File: src/design/ubxfe_pkg.sv
`timescale 1ns / 1ps
`default_nettype none

package ubxfe_pkg;

  // Wire constants of a UBX frame
  localparam logic [7:0] SyncFirst  = 8'hB5;
  localparam logic [7:0] SyncSecond = 8'h62;
  localparam logic [7:0] LenHigh    = 8'h00;

  // Item modes
  localparam logic ModeHeader  = 1'b0;
  localparam logic ModePayload = 1'b1;

  // Command queue between front and back
  localparam int unsigned CmdDepth = 4;
  localparam int unsigned CmdPtrW  = $clog2(CmdDepth);
  localparam int unsigned CmdCntW  = $clog2(CmdDepth + 1);

  // Byte positions within a header command; a payload command maps onto
  // the class slot for its byte and onto the checksum slots for CK_A/CK_B
  localparam logic [2:0] PosSyncFirst  = 3'd0;
  localparam logic [2:0] PosSyncSecond = 3'd1;
  localparam logic [2:0] PosClass      = 3'd2;
  localparam logic [2:0] PosId         = 3'd3;
  localparam logic [2:0] PosLenLow     = 3'd4;
  localparam logic [2:0] PosLenHigh    = 3'd5;
  localparam logic [2:0] PosCkA        = 3'd6;
  localparam logic [2:0] PosCkB        = 3'd7;

  typedef struct packed {
    logic       mode;
    logic [7:0] cls_byte;
    logic [7:0] msg_id;
    logic [7:0] payload_length;
    logic [7:0] payload_byte;
  } ubxfe_in_t;

  typedef struct packed {
    logic [7:0] out_byte;
    logic       run_last;
    logic       frame_end;
  } ubxfe_out_t;

  // One classified transaction, ready for serialization
  typedef struct packed {
    logic       is_hdr;
    logic       add_ck;
    logic [7:0] b0;    // class, or the payload byte
    logic [7:0] b1;    // id
    logic [7:0] b2;    // length low
    logic [7:0] ck_a;
    logic [7:0] ck_b;
  } ubxfe_cmd_t;

  // Select the wire byte at a slot position
  function automatic logic [7:0] ubxfe_slot_byte(input logic [2:0] pos,
                                                 input ubxfe_cmd_t cmd);
    logic [7:0] b;
    unique case (pos)
      PosSyncFirst:  b = SyncFirst;
      PosSyncSecond: b = SyncSecond;
      PosClass:      b = cmd.b0;
      PosId:         b = cmd.b1;
      PosLenLow:     b = cmd.b2;
      PosLenHigh:    b = LenHigh;
      PosCkA:        b = cmd.ck_a;
      PosCkB:        b = cmd.ck_b;
      default:       b = LenHigh;
    endcase
    return b;
  endfunction

endpackage

`default_nettype wire

File: src/design/ubx_frame_encoder.sv
`timescale 1ns / 1ps
`default_nettype none
// The first byte of a transaction passes through the command queue and the output register.
// Throughput: one output byte per cycle while results are popped, set by the back-end
// serializer; a payload item yields one byte, or three with CK_A/CK_B; a header 6 or 8.
// A four-entry command queue lets input run ahead of a stalled output.
// Reset (rst_ni low, asynchronous): no frame open, sums zero, queue and output empty.
module ubx_frame_encoder import ubxfe_pkg::*; (
  input  wire logic       clk_i,
  input  wire logic       rst_ni,
  input  wire logic       push,
  output logic            full,
  input  wire ubxfe_in_t  item_i,
  output logic            empty,
  input  wire logic       pop,
  output ubxfe_out_t      result_o
);

  logic        accept;
  logic        cmd_push, cmd_full, cmd_pop, cmd_empty;
  ubxfe_cmd_t  cmd_wr, cmd_rd;

  assign full = cmd_full;

  // Classify items and track the open frame
  ubxfe_front u_front (
    .clk_i      (clk_i),
    .rst_ni     (rst_ni),
    .push_i     (push),
    .item_i     (item_i),
    .cmd_full_i (cmd_full),
    .accept_o   (accept),
    .cmd_push_o (cmd_push),
    .cmd_o      (cmd_wr)
  );

  // Decouple front and back
  ubxfe_cmd_fifo u_fifo (
    .clk_i   (clk_i),
    .rst_ni  (rst_ni),
    .push_i  (cmd_push && accept),
    .cmd_i   (cmd_wr),
    .full_o  (cmd_full),
    .pop_i   (cmd_pop),
    .empty_o (cmd_empty),
    .cmd_o   (cmd_rd)
  );

  // Serialize commands into wire bytes
  ubxfe_back u_back (
    .clk_i       (clk_i),
    .rst_ni      (rst_ni),
    .cmd_empty_i (cmd_empty),
    .cmd_i       (cmd_rd),
    .cmd_pop_o   (cmd_pop),
    .empty_o     (empty),
    .pop_i       (pop),
    .result_o    (result_o)
  );

endmodule

`default_nettype wire

File: src/design/ubxfe_front.sv
`timescale 1ns / 1ps
`default_nettype none

module ubxfe_front import ubxfe_pkg::*; (
  input  wire logic       clk_i,
  input  wire logic       rst_ni,
  input  wire logic       push_i,
  input  wire ubxfe_in_t  item_i,
  input  wire logic       cmd_full_i,
  output logic            accept_o,
  output logic            cmd_push_o,
  output ubxfe_cmd_t      cmd_o
);

  logic       in_frame_q, in_frame_d;
  logic [7:0] bytes_left_q, bytes_left_d;
  logic [7:0] sum_a_q, sum_a_d;
  logic [7:0] sum_b_q, sum_b_d;

  logic [7:0] hdr_a, hdr_b;
  logic [7:0] cls_x4, id_x3, len_x2;
  logic [7:0] pay_a, pay_b, left_dec;

  assign accept_o = push_i && !cmd_full_i;

  // Fletcher sums over class, id, length low and a zero length high
  always_comb begin
    cls_x4 = {item_i.cls_byte[5:0], 2'b00};
    id_x3  = {item_i.msg_id[6:0], 1'b0} + item_i.msg_id;
    len_x2 = {item_i.payload_length[6:0], 1'b0};
    hdr_a  = item_i.cls_byte + item_i.msg_id + item_i.payload_length;
    hdr_b  = cls_x4 + id_x3 + len_x2;
  end

  // Fletcher step for one payload byte
  always_comb begin
    pay_a    = sum_a_q + item_i.payload_byte;
    pay_b    = sum_b_q + pay_a;
    left_dec = bytes_left_q - 8'd1;
  end

  // Classify the transaction and build the command
  always_comb begin
    in_frame_d   = in_frame_q;
    bytes_left_d = bytes_left_q;
    sum_a_d      = sum_a_q;
    sum_b_d      = sum_b_q;
    cmd_push_o   = 1'b0;
    cmd_o        = '0;
    if (item_i.mode == ModeHeader) begin
      cmd_o.is_hdr = 1'b1;
      cmd_o.add_ck = (item_i.payload_length == 8'd0);
      cmd_o.b0     = item_i.cls_byte;
      cmd_o.b1     = item_i.msg_id;
      cmd_o.b2     = item_i.payload_length;
      cmd_o.ck_a   = hdr_a;
      cmd_o.ck_b   = hdr_b;
      if (accept_o) begin
        cmd_push_o   = 1'b1;
        in_frame_d   = (item_i.payload_length != 8'd0);
        bytes_left_d = item_i.payload_length;
        sum_a_d      = hdr_a;
        sum_b_d      = hdr_b;
      end
    end else begin
      cmd_o.is_hdr = 1'b0;
      cmd_o.add_ck = (left_dec == 8'd0);
      cmd_o.b0     = item_i.payload_byte;
      cmd_o.ck_a   = pay_a;
      cmd_o.ck_b   = pay_b;
      // Drop payload bytes that arrive outside a frame
      if (accept_o && in_frame_q) begin
        cmd_push_o   = 1'b1;
        in_frame_d   = (left_dec != 8'd0);
        bytes_left_d = left_dec;
        sum_a_d      = pay_a;
        sum_b_d      = pay_b;
      end
    end
  end

  always_ff @(posedge clk_i or negedge rst_ni) begin
    if (!rst_ni) begin
      in_frame_q   <= 1'b0;
      bytes_left_q <= '0;
      sum_a_q      <= '0;
      sum_b_q      <= '0;
    end else begin
      in_frame_q   <= in_frame_d;
      bytes_left_q <= bytes_left_d;
      sum_a_q      <= sum_a_d;
      sum_b_q      <= sum_b_d;
    end
  end

endmodule

`default_nettype wire

File: src/design/ubxfe_cmd_fifo.sv
`timescale 1ns / 1ps
`default_nettype none

module ubxfe_cmd_fifo import ubxfe_pkg::*; (
  input  wire logic        clk_i,
  input  wire logic        rst_ni,
  input  wire logic        push_i,
  input  wire ubxfe_cmd_t  cmd_i,
  output logic             full_o,
  input  wire logic        pop_i,
  output logic             empty_o,
  output ubxfe_cmd_t       cmd_o
);

  ubxfe_cmd_t           entry_q [CmdDepth];
  logic [CmdPtrW-1:0]   wr_ptr_q, rd_ptr_q;
  logic [CmdCntW-1:0]   count_q;
  logic                 do_push, do_pop;

  assign full_o  = (count_q == CmdCntW'(CmdDepth));
  assign empty_o = (count_q == '0);
  assign cmd_o   = entry_q[rd_ptr_q];

  assign do_push = push_i && !full_o;
  assign do_pop  = pop_i && !empty_o;

  // Store the command at the tail
  always_ff @(posedge clk_i) begin
    if (do_push) begin
      entry_q[wr_ptr_q] <= cmd_i;
    end
  end

  // Advance pointers and occupancy
  always_ff @(posedge clk_i or negedge rst_ni) begin
    if (!rst_ni) begin
      wr_ptr_q <= '0;
      rd_ptr_q <= '0;
      count_q  <= '0;
    end else begin
      if (do_push) begin
        wr_ptr_q <= (wr_ptr_q == CmdPtrW'(CmdDepth - 1)) ? '0 : wr_ptr_q + 1'b1;
      end
      if (do_pop) begin
        rd_ptr_q <= (rd_ptr_q == CmdPtrW'(CmdDepth - 1)) ? '0 : rd_ptr_q + 1'b1;
      end
      if (do_push && !do_pop) begin
        count_q <= count_q + 1'b1;
      end else if (do_pop && !do_push) begin
        count_q <= count_q - 1'b1;
      end
    end
  end

endmodule

`default_nettype wire

File: src/design/ubxfe_back.sv
`timescale 1ns / 1ps
`default_nettype none

module ubxfe_back import ubxfe_pkg::*; (
  input  wire logic        clk_i,
  input  wire logic        rst_ni,
  input  wire logic        cmd_empty_i,
  input  wire ubxfe_cmd_t  cmd_i,
  output logic             cmd_pop_o,
  output logic             empty_o,
  input  wire logic        pop_i,
  output ubxfe_out_t       result_o
);

  logic [2:0]  idx_q, idx_d;
  logic        out_valid_q, out_valid_d;
  ubxfe_out_t  out_q, out_d;
  logic [2:0]  pos;
  logic        last;
  logic        can_load, emit;

  // Map the step index onto a slot position
  always_comb begin
    if (cmd_i.is_hdr) begin
      pos = idx_q;
    end else if (idx_q == 3'd0) begin
      pos = PosClass;
    end else begin
      pos = idx_q + 3'd5;
    end
    last = (pos == PosCkB)
        || (!cmd_i.add_ck && cmd_i.is_hdr && (pos == PosLenHigh))
        || (!cmd_i.add_ck && !cmd_i.is_hdr && (pos == PosClass));
  end

  assign can_load  = !out_valid_q || pop_i;
  assign emit      = !cmd_empty_i && can_load;
  assign cmd_pop_o = emit && last;
  assign empty_o   = !out_valid_q;
  assign result_o  = out_q;

  // Serialize the head command one byte per cycle while the output is free or popped
  always_comb begin
    idx_d       = idx_q;
    out_d       = out_q;
    out_valid_d = out_valid_q;
    if (emit) begin
      idx_d           = last ? 3'd0 : idx_q + 3'd1;
      out_d.out_byte  = ubxfe_slot_byte(pos, cmd_i);
      out_d.run_last  = last;
      out_d.frame_end = (pos == PosCkB);
      out_valid_d     = 1'b1;
    end else if (pop_i) begin
      out_valid_d = 1'b0;
    end
  end

  always_ff @(posedge clk_i or negedge rst_ni) begin
    if (!rst_ni) begin
      idx_q       <= '0;
      out_valid_q <= 1'b0;
    end else begin
      idx_q       <= idx_d;
      out_valid_q <= out_valid_d;
    end
  end

  // Hold the result payload
  always_ff @(posedge clk_i) begin
    out_q <= out_d;
  end

endmodule

`default_nettype wire

File: config.mk
export PLATFORM = sky130hd
export DESIGN_NAME = ubx_frame_encoder
export DESIGN_NICKNAME = d
export VERILOG_FILES = /design/src/design/ubxfe_pkg.sv /design/src/design/ubx_frame_encoder.sv /design/src/design/ubxfe_front.sv /design/src/design/ubxfe_cmd_fifo.sv /design/src/design/ubxfe_back.sv
export SDC_FILE = /design/constraint.sdc
export NUM_CORES = 1
export LEC_CHECK = 0
export BUFFER_PORTS_ARGS = -buffer_cell sky130_fd_sc_hd__buf_4
export CAP_MARGIN = 20
export CORE_AREA = 2 2 120 169
export DETAILED_ROUTE_END_ITERATION = 6
export DIE_AREA = 0 0 122 171
export PLACE_DENSITY = 0.72
export SLEW_MARGIN = 20
export SYNTH_ARGS = -nofsm -noshare
export SYNTH_HDL_FRONTEND = slang
export SYNTH_SLANG_ARGS = --single-unit
export TNS_END_PERCENT = 10
File: constraint.sdc
create_clock -name clk_i -period 9.3 [get_ports clk_i]
set_input_delay 0.93 -clock clk_i [delete_from_list [all_inputs] [get_ports clk_i]]
set_output_delay 0.93 -clock clk_i [all_outputs]
set_load 0.005 [all_outputs]
After elaboration in Yosys (flattened, before gate mapping)
Memories as Yosys holds them, arrays and structs flattened.
Index checks and enable logic that the tools add are counted.
{ "classes": {"shifts": 0, "addsub": 14, "n_bitwise": 0, "magnitude_cmp": 0, "n_div": 0, "eq_ne": 11, "n_mul": 0, "reduce_logical": 34, "n_mux": 30} }
{ "op_table": {"columns": ["cell", "count"], "rows": [
  ["8-bit two-way mux", 9],
  ["8-bit one-hot mux with 8 select lines", 1],
  ["8-bit adder", 7],
  ["16-bit two-way mux", 2],
  ["8-bit zero test", 2],
  ["8-bit nonzero test", 2],
  ["3-bit == test, second input constant", 5],
  ["3-bit two-way mux", 5],
  ["1-bit logical AND", 13],
  ["1-bit two-way mux", 10],
  ["10-bit two-way mux", 1],
  ["3-bit zero test", 3],
  ["8-bit by 1-bit subtractor with 8-bit output, second input constant", 1],
  ["1-bit zero test", 7],
  ["3-bit by 1-bit adder with 3-bit output, second input constant", 2],
  ["3-bit by 2-bit == test with 1-bit output, second input constant", 2],
  ["2-bit nonzero test", 3],
  ["2-bit by 1-bit adder with 2-bit output, second input constant", 2],
  ["2-bit == test, second input constant", 2],
  ["2-bit two-way mux", 2],
  ["3-bit adder, second input constant", 1],
  ["3-bit by 1-bit == test with 1-bit output, second input constant", 1],
  ["1-bit logical OR", 3],
  ["3-bit by 1-bit subtractor with 3-bit output, second input constant", 1],
  ["2 further kinds", 2]
]} }
{ "totals": {"input_bits": 37, "regBits": 46, "ramBits": 168, "mem_count": 1, "latchBits": 0, "rom_bits": 0, "out_inout_bits": 12} }
{ "memory_table": {"columns": ["memory", "depth", "width", "read_ports", "rd_clocked_by_memory_dff", "write_ports", "line_no", "rtl"], "rows": [
  ["u_fifo.entry_q", 4, 42, 1, 0, 1, "ubxfe_cmd_fifo.sv:15", "ubxfe_cmd_t entry_q [CmdDepth];"]
]} }

Logic depth before layout (Yosys ltp)
Gate-level depths: netlist (run 1).
{ "depth": {"depth_word": 12, "mapped_depth": 14} }

Cells and area by module
From an unflattened synthesis (run 1), not the netlist that was laid out.
{ "unflattened": {"hier_cells": 737, "hier_area_um2": 10759.1} }
{ "modules_own_cells": {"columns": ["module", "cells_each", "n_inst", "area_each_um2"], "rows": [
  ["ubxfe_cmd_fifo", 257, 1, 6502.5],
  ["ubxfe_front", 367, 1, 3155.5],
  ["ubxfe_back", 112, 1, 1094.8],
  ["ubx_frame_encoder", 1, 1, 6.3]
]} }

Worst setup path before layout (run 1)
Ideal clock, no wire load.
{ "synth_path": {"path_type": "input -> register", "startpoint": "input port item_i[0] in the netlist's numbering", "endpoint": "memory u_fifo.entry_q[0][7] in the netlist's numbering, data pin", "setup_time_ps": 183, "t_arrival_ps": 3533, "required_ps": 9117, "path_slack_ps": 5583, "path_stages": 11, "path_cell_list": "ha_1 fa_1 a21o_1 a21oi_1 o21bai_1 a21oi_1 xnor2_1 ha_1 o41ai_1 xnor3_1 mux2i_1"} }
{ "synth_lines": {"columns": ["item", "line_no", "rtl"], "rows": [
  ["from (decl)", "ubx_frame_encoder.sv:13", "input wire ubxfe_in_t item_i,"],
  ["to (decl)", "ubxfe_cmd_fifo.sv:15", null]
]} }

Worst setup path after layout (run 1)
{ "layout_path": {"startpoint": "register u_fifo.rd_ptr_q[0]", "endpoint": "register u_fifo.count_q[1]"} }
{ "layout_via": {"elab_chain_cells": 11, "elab_cells_between_ends": 20} }
{ "layout_lines": {"columns": ["item", "line_no", "rtl"], "rows": [
  ["from (decl)", "ubxfe_cmd_fifo.sv:16", "logic [CmdPtrW-1:0] wr_ptr_q, rd_ptr_q;"],
  ["from (signal assigned)", "ubxfe_cmd_fifo.sv:45", "rd_ptr_q <= (rd_ptr_q == CmdPtrW'(CmdDepth - 1)) ? '0 : rd_ptr_q + 1'b1;"],
  ["memory 4 x 42 bit (*)", null, null],
  ["3-bit two-way mux / 1-bit zero test (equally long branches)", "ubxfe_back.sv:24, ubxfe_back.sv:32, ubxfe_back.sv:33", null],
  ["3-bit == test / 1-bit logical AND (equally long branches)", "ubxfe_back.sv:32", "|| (!cmd_i.add_ck && cmd_i.is_hdr && (pos == PosLenHigh))"],
  ["1-bit logical AND", "ubxfe_back.sv:32", null],
  ["1-bit logical OR", "ubxfe_back.sv:32", null],
  ["1-bit logical OR (*)", "ubxfe_back.sv:33", "|| (!cmd_i.add_ck && !cmd_i.is_hdr && (pos == PosClass));"],
  ["named net u_back.last", "ubxfe_back.sv:19", "logic last;"],
  ["1-bit logical AND (*)", "ubxfe_back.sv:38", "assign cmd_pop_o = emit && last;"],
  ["1-bit logical AND (*)", "ubxfe_cmd_fifo.sv:25", "assign do_pop = pop_i && !empty_o;"],
  ["1-bit zero test", "ubxfe_cmd_fifo.sv:47", "if (do_push && !do_pop) begin"],
  ["1-bit logical AND", "ubxfe_cmd_fifo.sv:47", null],
  ["3-bit two-way mux / 2-bit nonzero test (equally long branches)", null, null],
  ["to (signal assigned)", "ubxfe_cmd_fifo.sv:48", "count_q <= count_q + 1'b1;"],
  ["to (signal assigned)", "ubxfe_cmd_fifo.sv:50", "count_q <= count_q - 1'b1;"],
  ["to (decl)", "ubxfe_cmd_fifo.sv:17", "logic [CmdCntW-1:0] count_q;"]
]} }
Mark *: on every way through the listed nets, which the timed path passes. The rest lies on a longest branch.
A chain may end at the register's enable or synchronous reset.

==> summary.md, run 1 <==
| Metric | Value |
|---|---|
| Clk_lat worst skew | 500 ps |
| Gr ovfl total | 0 |
| Final Util | 60.8% |
| DP Wirelength | 15900 microns |
| TritonCTS Buffers | 20 |
| Crit-path leading delay family | multiplexers |
| DR iter-0 viols | 479 |
| Share of power burned in registers | a little under two fifths |
| CP Cell Sequence | buf_4 -> mux4_2 -> nor2_2 -> mux2_4 -> o22ai_4 -> nand2_4 -> ha_1 -> inv_1 -> fa_1 -> mux2_2 |
| Core ar. | 0.0195 sq mm |
| Post-cts resize count | 0 |
| DR vias | 6155 |
| Net Sw Power | 1.49 mW |
| CP peak stage delay | 750 ps |
| Fillers | between 1000 and 1500 |
| FF+latch area | 0.00625 sq mm |
| Leak | 4.41 nW |
| Final Hold Vio Count | 0 |
| Setup TNS | 0 ps |
| Fin area | roughly 0.012 sq mm |
| Hold crit path type | input port to async pin |
| Slew @ Worst Pin | 903 ps |
| Slew Limit Fails | 0 |
| Clock Pin Slew Worst Setup and Hold Paths | 60 ps |
| Post CTS Setup Buffer Count | 0 |
| Final GP Congestion | 0.885 |
| CP Buf/Inv Count | 2 |
| Period utilization | a little over two fifths |
| Async set-reset flop share out of synthesis | 16.8% |
| # setup viols final | 0 |
| Fmax | 255 MHz |
| Area taken by multi-input logic gates | 0.00399 sq mm |
| Worst setup SP type | register |
| Die area | around 0.021 sq mm |
| Critical Path Fanout Max | 45 |
| Post-Syn Area | 0.0105 sq mm |
| Residual DRC count | 0 |
| # nets final | 850 |
| CP Capture Type | register |
| Power Internal | between 2 and 3 mW |
| Sw Ratio | 35.2% |
| Final WL | between 20000 and 25000 microns |
| Placed Area | around 0.011 sq mm |
| # rows | 61 |
| P&R area growth vs syn | 12.9% |
| Crit path kind | register to register |
| CP Data Required Time | between 9000 and 10000 ps |
| Combinational share of power | ~43% |
| Register area share after synthesis | 59.6% |
| PnR Total Power | about 4.2 mW |
| Number of synthesized flops with an enable pin | 178 |
| Status | finished, final reports clean |
| Initial Util | between 50% and 60% |
| Pwr Density | between 300 and 400 mW/mm^2 |
| Arrival time at the worst endpoint | 4290 ps |
| Chip Height | 171 microns |
| Post-DR wirelength/cell | 22.6 microns |
| CTS Sinks | between 200 and 250 |
| Total Routing Usage GR | 23.2% |
| CTS tree | done |
| DRT antenna net count | 0 |
| Share of layout cells above drive strength 1 | 22.0% |
| Post-synth top flop | edfxtp_1 |
| Slew HR | 39.8% |
| RSZ-0062 raised after global routing | no |
| Slowest-stage cell, CP | mux4_2 |
| Syn avg cell area | 14.9 sq um |
| Clock power frac | between 20% and 30% |
| Synthesized net count | 799 |
| First-pass GRT wire length | 36400 microns |
| Ant diodes | 0 |
| IO Pins | 49 |
| Avg Vias per Cell | between 6 and 7 |
| Clock Tree Buf Depth | 3 |
| Max-Cap Viols | 0 |
| Clock Root Buffer | clkbuf_16 |
| Post-Route Skew | 16.0 ps |
| Synth warn | 0 |
| Syn Inst Count | slightly above 700 |
| Hold_buf cts | 0 |
| Port Buffers | 48 |
| Yosys reg bits | 214 |
| Post-layout minimum cycle time | a little under 4000 ps |
| Post-synthesis cell type count | 60 |
| Vias in the first global route | 6468 |
| Peak supply drop | 0.175 mV |
| Largest net degree at the start of global routing | 59 |
| Iteration count of the initial detailed-routing pass | 5 |
| Die W | 122 microns |
| Antenna violations before repair | 0 |
| H-tree levels | 1 |
==> flip-flops by register name, summed over array words and instances (netlist names) <==
register	count
u_fifo.entry_q	168
u_back.result_o	10
u_front.bytes_left_q	8
u_front.sum_a_q	8
u_front.sum_b_q	8
u_back.idx_q	3
u_fifo.count_q	3
u_fifo.rd_ptr_q	2
u_fifo.wr_ptr_q	2
u_back.out_valid_q	1
u_front.in_frame_q	1
==> routing by layer <==
| metal | vias up | track usage (%) | share of wire [%] |
|---|---|---|---|
| met5 | - | 0 | 0 |
| li1 | 2758 | - | - |
| met1 | 3164 | 30.7 | 40 |
| met4 | 0 | 7.35 | 2.4 |
| met2 | 199 | 40.4 | 52 |
| met3 | 34 | 2.50 | 5.3 |
==> layout make-up <==
class / instances / share of cell area, %
Clock buffer: 25 / 4.74
Clock inverter: 11 / 1.17
Inverter: 35 / 1.11
Multi-Input combinational cell: 428 / 33.7
Sequential cell: 214 / 52.8
Tap cell: 252 / 2.66
Timing Repair Buffer: 56 / 3.76
==> cell usage after synthesis, types with 3 or more instances <==
master	count	area [sq um]
nand3b_1	4	30.0
xor2_1	12	105
ha_1	35	438
nor4b_1	3	26.3
a21oi_1	35	175
a21o_1	14	105
mux2i_1	10	100
a31oi_1	3	18.8
nand4_1	3	18.8
mux2_4	3	45.0
buf_1	3	11.3
buf_2	3	15.0
edfxtp_1	178	5350
a22oi_1	4	30.0
mux2_2	20	225
o211ai_1	5	37.5
clkbuf_1	18	67.6
o21ai_0	28	140
nor2_1	30	113
nor2b_1	14	87.6
nand2_1	51	191
xnor2_1	18	158
nor3_1	9	45.0
or3_1	5	31.3
dfrtp_1	36	901
and2_1	5	31.3
mux4_2	42	946
fa_1	23	460
inv_1	33	124
nand2b_1	8	50.1
nand3_1	6	30.0
o22ai_1	7	43.8
==> cells in the final DEF (no fill, tap or decap), types with 8 or more instances in the layout <==
| cell | n |
|---|---|
| nor3_1 | 9 |
| nor2_1 | 30 |
| a21o_1 | 14 |
| nor2b_1 | 14 |
| inv_1 | 33 |
| mux2_2 | 20 |
| fa_1 | 23 |
| clkbuf_16 | 21 |
| a21oi_1 | 35 |
| o21ai_0 | 28 |
| buf_4 | 54 |
| dfrtp_1 | 34 |
| edfxtp_1 | 178 |
| mux2i_1 | 9 |
| ha_1 | 35 |
| nand2_1 | 51 |
| xnor2_1 | 18 |
| nand2b_1 | 8 |
| mux4_2 | 42 |
| xor2_1 | 12 |
==> cells by family after synthesis <==
kind of cell    Yosys count  synth area share, %
compound gates          113                 6.86
xor+xnor                 31                 2.72
fa+ha+maj                58                 8.57
buf+inv                  62                 2.44
flops                   214                 59.6
mux                      75                 12.6
simple gates            151                 7.26
==> per-stage QoR <==
stage | instances | hold slack, ps | setup slack [ps]
floorplan | 704 | 450 | 5580
global placement | 983 | 469 | 5140
detailed placement | 985 | 477 | 5040
CTS | 1021 | 428 | 5330
global route | 1021 | 457 | 5130
finish | 1021 | 420 | 5390
==> final timing paths <==
kind / start / end / slack, ps / depth (start not counted)
hold / removal: rst_ni / u_fifo.count_q[0] / 420 / 1
max in group asynchronous: rst_ni / u_fifo.rd_ptr_q[0] / 8490 / 1
hold reg to reg: u_front.sum_a_q[2] / u_front.sum_a_q[2] / 490 / 2
setup / recovery: u_fifo.rd_ptr_q[0] / u_fifo.count_q[1] / 5390 / 10
min in group clk_i: u_front.sum_a_q[2] / u_front.sum_a_q[2] / 490 / 2
setup reg to reg: u_fifo.rd_ptr_q[0] / u_fifo.count_q[1] / 5390 / 10
==> power by group through the flow <==
stage               logic (mW)  registers, mW  clock network [mW]
detailed placement        1.81           1.58                   0
CTS                       1.82           1.57               0.874
floorplan                 1.34           1.54                   0
global route              1.99           1.59               0.911
finish                    1.81           1.57               0.864
global placement          1.75           1.56                   0
No activity file was read; power rests on OpenSTA's default activity.
==> inputs of run 2 (changes only) <==
--- a/config.mk
+++ b/config.mk
@@ -10,7 +10,7 @@
 export CORE_AREA = 2 2 120 169
 export DETAILED_ROUTE_END_ITERATION = 6
 export DIE_AREA = 0 0 122 171
-export PLACE_DENSITY = 0.72
+export PLACE_DENSITY = 0.74
 export SLEW_MARGIN = 20
 export SYNTH_ARGS = -nofsm -noshare
 export SYNTH_HDL_FRONTEND = slang
==> constraint.sdc (replaced) <==
create_clock -name clk_i -period 3.6 [get_ports clk_i]
set_input_delay 0.36 -clock clk_i [delete_from_list [all_inputs] [get_ports clk_i]]
set_output_delay 0.36 -clock clk_i [all_outputs]
set_load 0.005 [all_outputs]
==> run 2 against run 1 <==
Wire length is 3.8% higher. Clock skew decreased by 5.8 ps. Utilization grew 0.11 points. First-iteration DRC count up 26%. Critical path type unchanged. Non-clock buffer count up 9. Maximum frequency grew 14%. Critical endpoint is now u_fifo.entry_q[2][7].
==> summary.md, run 2 (synthesis gave the netlist of run 1 again) <==
| Metric | Value |
|---|---|
| Clock Pin Slew Worst Setup and Hold Paths | 70 ps |
| Number of cells on the worst hold path | 2 |
| PnR Total Power | about 11 mW |
| DRT antenna net count | 0 |
| Vias in the first global route | 6686 |
| Share of power burned in registers | 36.7% |
| Net Sw Power | between 3 and 4 mW |
| # rows | 61 |
| Leak | 4.44 nW |
| Status | finished, final reports clean |
| Sw Ratio | 35.6% |
| Peak supply drop | 0.532 mV |
| Slew Limit Fails | 0 |
| Avg Vias per Cell | between 6 and 7 |
| Gr ovfl total | 0 |
| P&R area growth vs syn | 13.1% |
| Die W | 122 microns |
| Setup TNS | 0 ps |
| Placed Cells incl. Taps | 993 |
| Largest net degree at the start of global routing | 58 |
| CP Data Required Time | 3880 ps |
| CP Cell Sequence | ha_1 -> fa_1 -> a21o_1 -> a21oi_1 -> xnor2_1 -> ha_1 -> nand3_1 -> o211ai_1 -> o41ai_1 -> xnor3_1 -> mux2i_1 |
| Ant diodes | 0 |
| Layout Cells excl Fill | around 1000 |
| Combinational share of power | 43.7% |
| Critical Path Fanout Max | 5 |
| Residual DRC count | 0 |
| Fin area | 0.0119 sq mm |
| Slowest-stage cell, CP | fa_1 |
| Most frequent cells in the layout | edfxtp_1 (178), buf_4 (64), nand2_1 (51) |
| Port Buffers | 48 |
| Fillers | between 1000 and 1500 |
| RSZ-0062 raised after global routing | no |
| Crit path kind | register to register |
| Total Routing Usage GR | approximately a quarter |
| # nets final | 859 |
| Core ar. | ~0.02 sq mm |
| Antenna violations before repair | 0 |
| Reg2reg path depth | 11 |
| Initial Util | 53.9% |
| Post-layout minimum cycle time | 3420 ps |
| Slew HR | roughly 41% |
| Post-Route Skew | roughly 10 ps |
| Power Internal | between 7 and 8 mW |
| Arrival time at the worst endpoint | 3710 ps |
| Commonest non-fill, non-tap cell in the layout | edfxtp_1 |
| # setup viols final | 0 |
| TritonCTS Buffers | 20 |
| CTS Sinks | 214 |
| Pwr Density | 935 mW/mm^2 |
| Worst setup SP type | register |
| Clock Root Buffer | clkbuf_16 |
| Share of layout cells above drive strength 1 | between 20% and 30% |
| Final WL | about 24000 microns |
| CP Capture Type | register |
| DR vias | 6231 |
| Die area | around 0.021 sq mm |
| Period utilization | 95.1% |
| Post-DR wirelength/cell | 23.3 microns |
| Final GP Congestion | 0.910 |
| IO Pins | 49 |
| Clock power frac | 19.6% |
| Slew @ Worst Pin | 885 ps |
| Placed Area | roughly 0.011 sq mm |
| Hold crit path type | input port to register |
| Max-Cap Viols | 0 |
| Reg with most FFs | u_fifo.entry_q |
| First-pass GRT wire length | 37500 microns |
| Top cell by count, worst path | ha_1 |
| Flip-flop count of the largest register after layout | 168 |
| Fmax | around 300 MHz |
| CP peak stage delay | 440 ps |
| Chip Height | 171 microns |
| Final Hold Vio Count | 0 |
| Iteration count of the initial detailed-routing pass | 5 |
| DP Wirelength | 16000 microns |
| H-tree levels | 1 |
| Clk_lat worst skew | roughly 490 ps |
| CTS tree | done |
| Clock Tree Buf Depth | 3 |
| DR iter-0 viols | around 600 |
## run 2: critical path: cells and delay by family (launching register included)
family,cells,cell delay (ps)
DFF,1,380
AOI/OAI and AO/OA,4,1010
and+or+nand+nor,1,100
xor gates and xnor gates,2,480
muxes,1,280
adders and majority gates,3,980
## run 2: final timing paths
kind	from	endpoint	slack, ps
setup / recovery	u_front.sum_a_q[0]	u_fifo.entry_q[2][7]	180
hold / removal	push	u_front.in_frame_q	90
setup reg to reg	u_front.sum_a_q[0]	u_fifo.entry_q[2][7]	180
hold reg to reg	u_fifo.count_q[2]	u_fifo.count_q[2]	490
max in group asynchronous	rst_ni	u_fifo.rd_ptr_q[0]	2820
min in group asynchronous	rst_ni	u_fifo.count_q[2]	390
## run 2: per-layer routing
metal / GRT usage, % / share of wire (%) / vias up
li1: - / - / 2777
met1: 30.2 / 39 / 3223
met2: 43.9 / 54 / 187
met3: 2.47 / 4.8 / 44
met4: 7.50 / 2.9 / 0
met5: 0 / 0 / -
## run 2: per-stage QoR
stage               setup slack, ps  hold slack, ps  utilization [%]
global route                   34.7            93.4             60.9
CTS                             165            91.1             60.9
finish                          176            91.5             60.9
global placement                128             364             57.3
detailed placement             62.0             373             57.4
floorplan                       453            64.4                -
## run 2: final cells by class
type | instances | area, sq um | share of cell area, %
multi-input cells | 428 | 3990 | 33.7
clock inverters | 14 | 148 | 1.25
repair buffers | 65 | 490 | 4.14
clock buffers | 22 | 529 | 4.47
well taps | 252 | 315 | 2.66
flip-flops and latches | 214 | 6250 | 52.7
inverters | 35 | 131 | 1.11
## run 2: what timing repair did
action / CTS / global route
hold buffers: 1 / 0
setup buffers: 0 / 0
resized for setup: 0 / 1
hold endpoints to repair: 36 / 0
endpoints found under the setup margin: 0 / 1
## run 2: power groups by stage
stage	clock network (mW)	registers [mW]	logic, mW
final	2.17	4.06	4.85
after global routing	2.28	4.13	5.28
after CTS	2.20	4.06	4.85
after detailed placement	0	4.10	4.80
after global placement	0	4.04	4.64
after floorplan	0	3.99	3.46
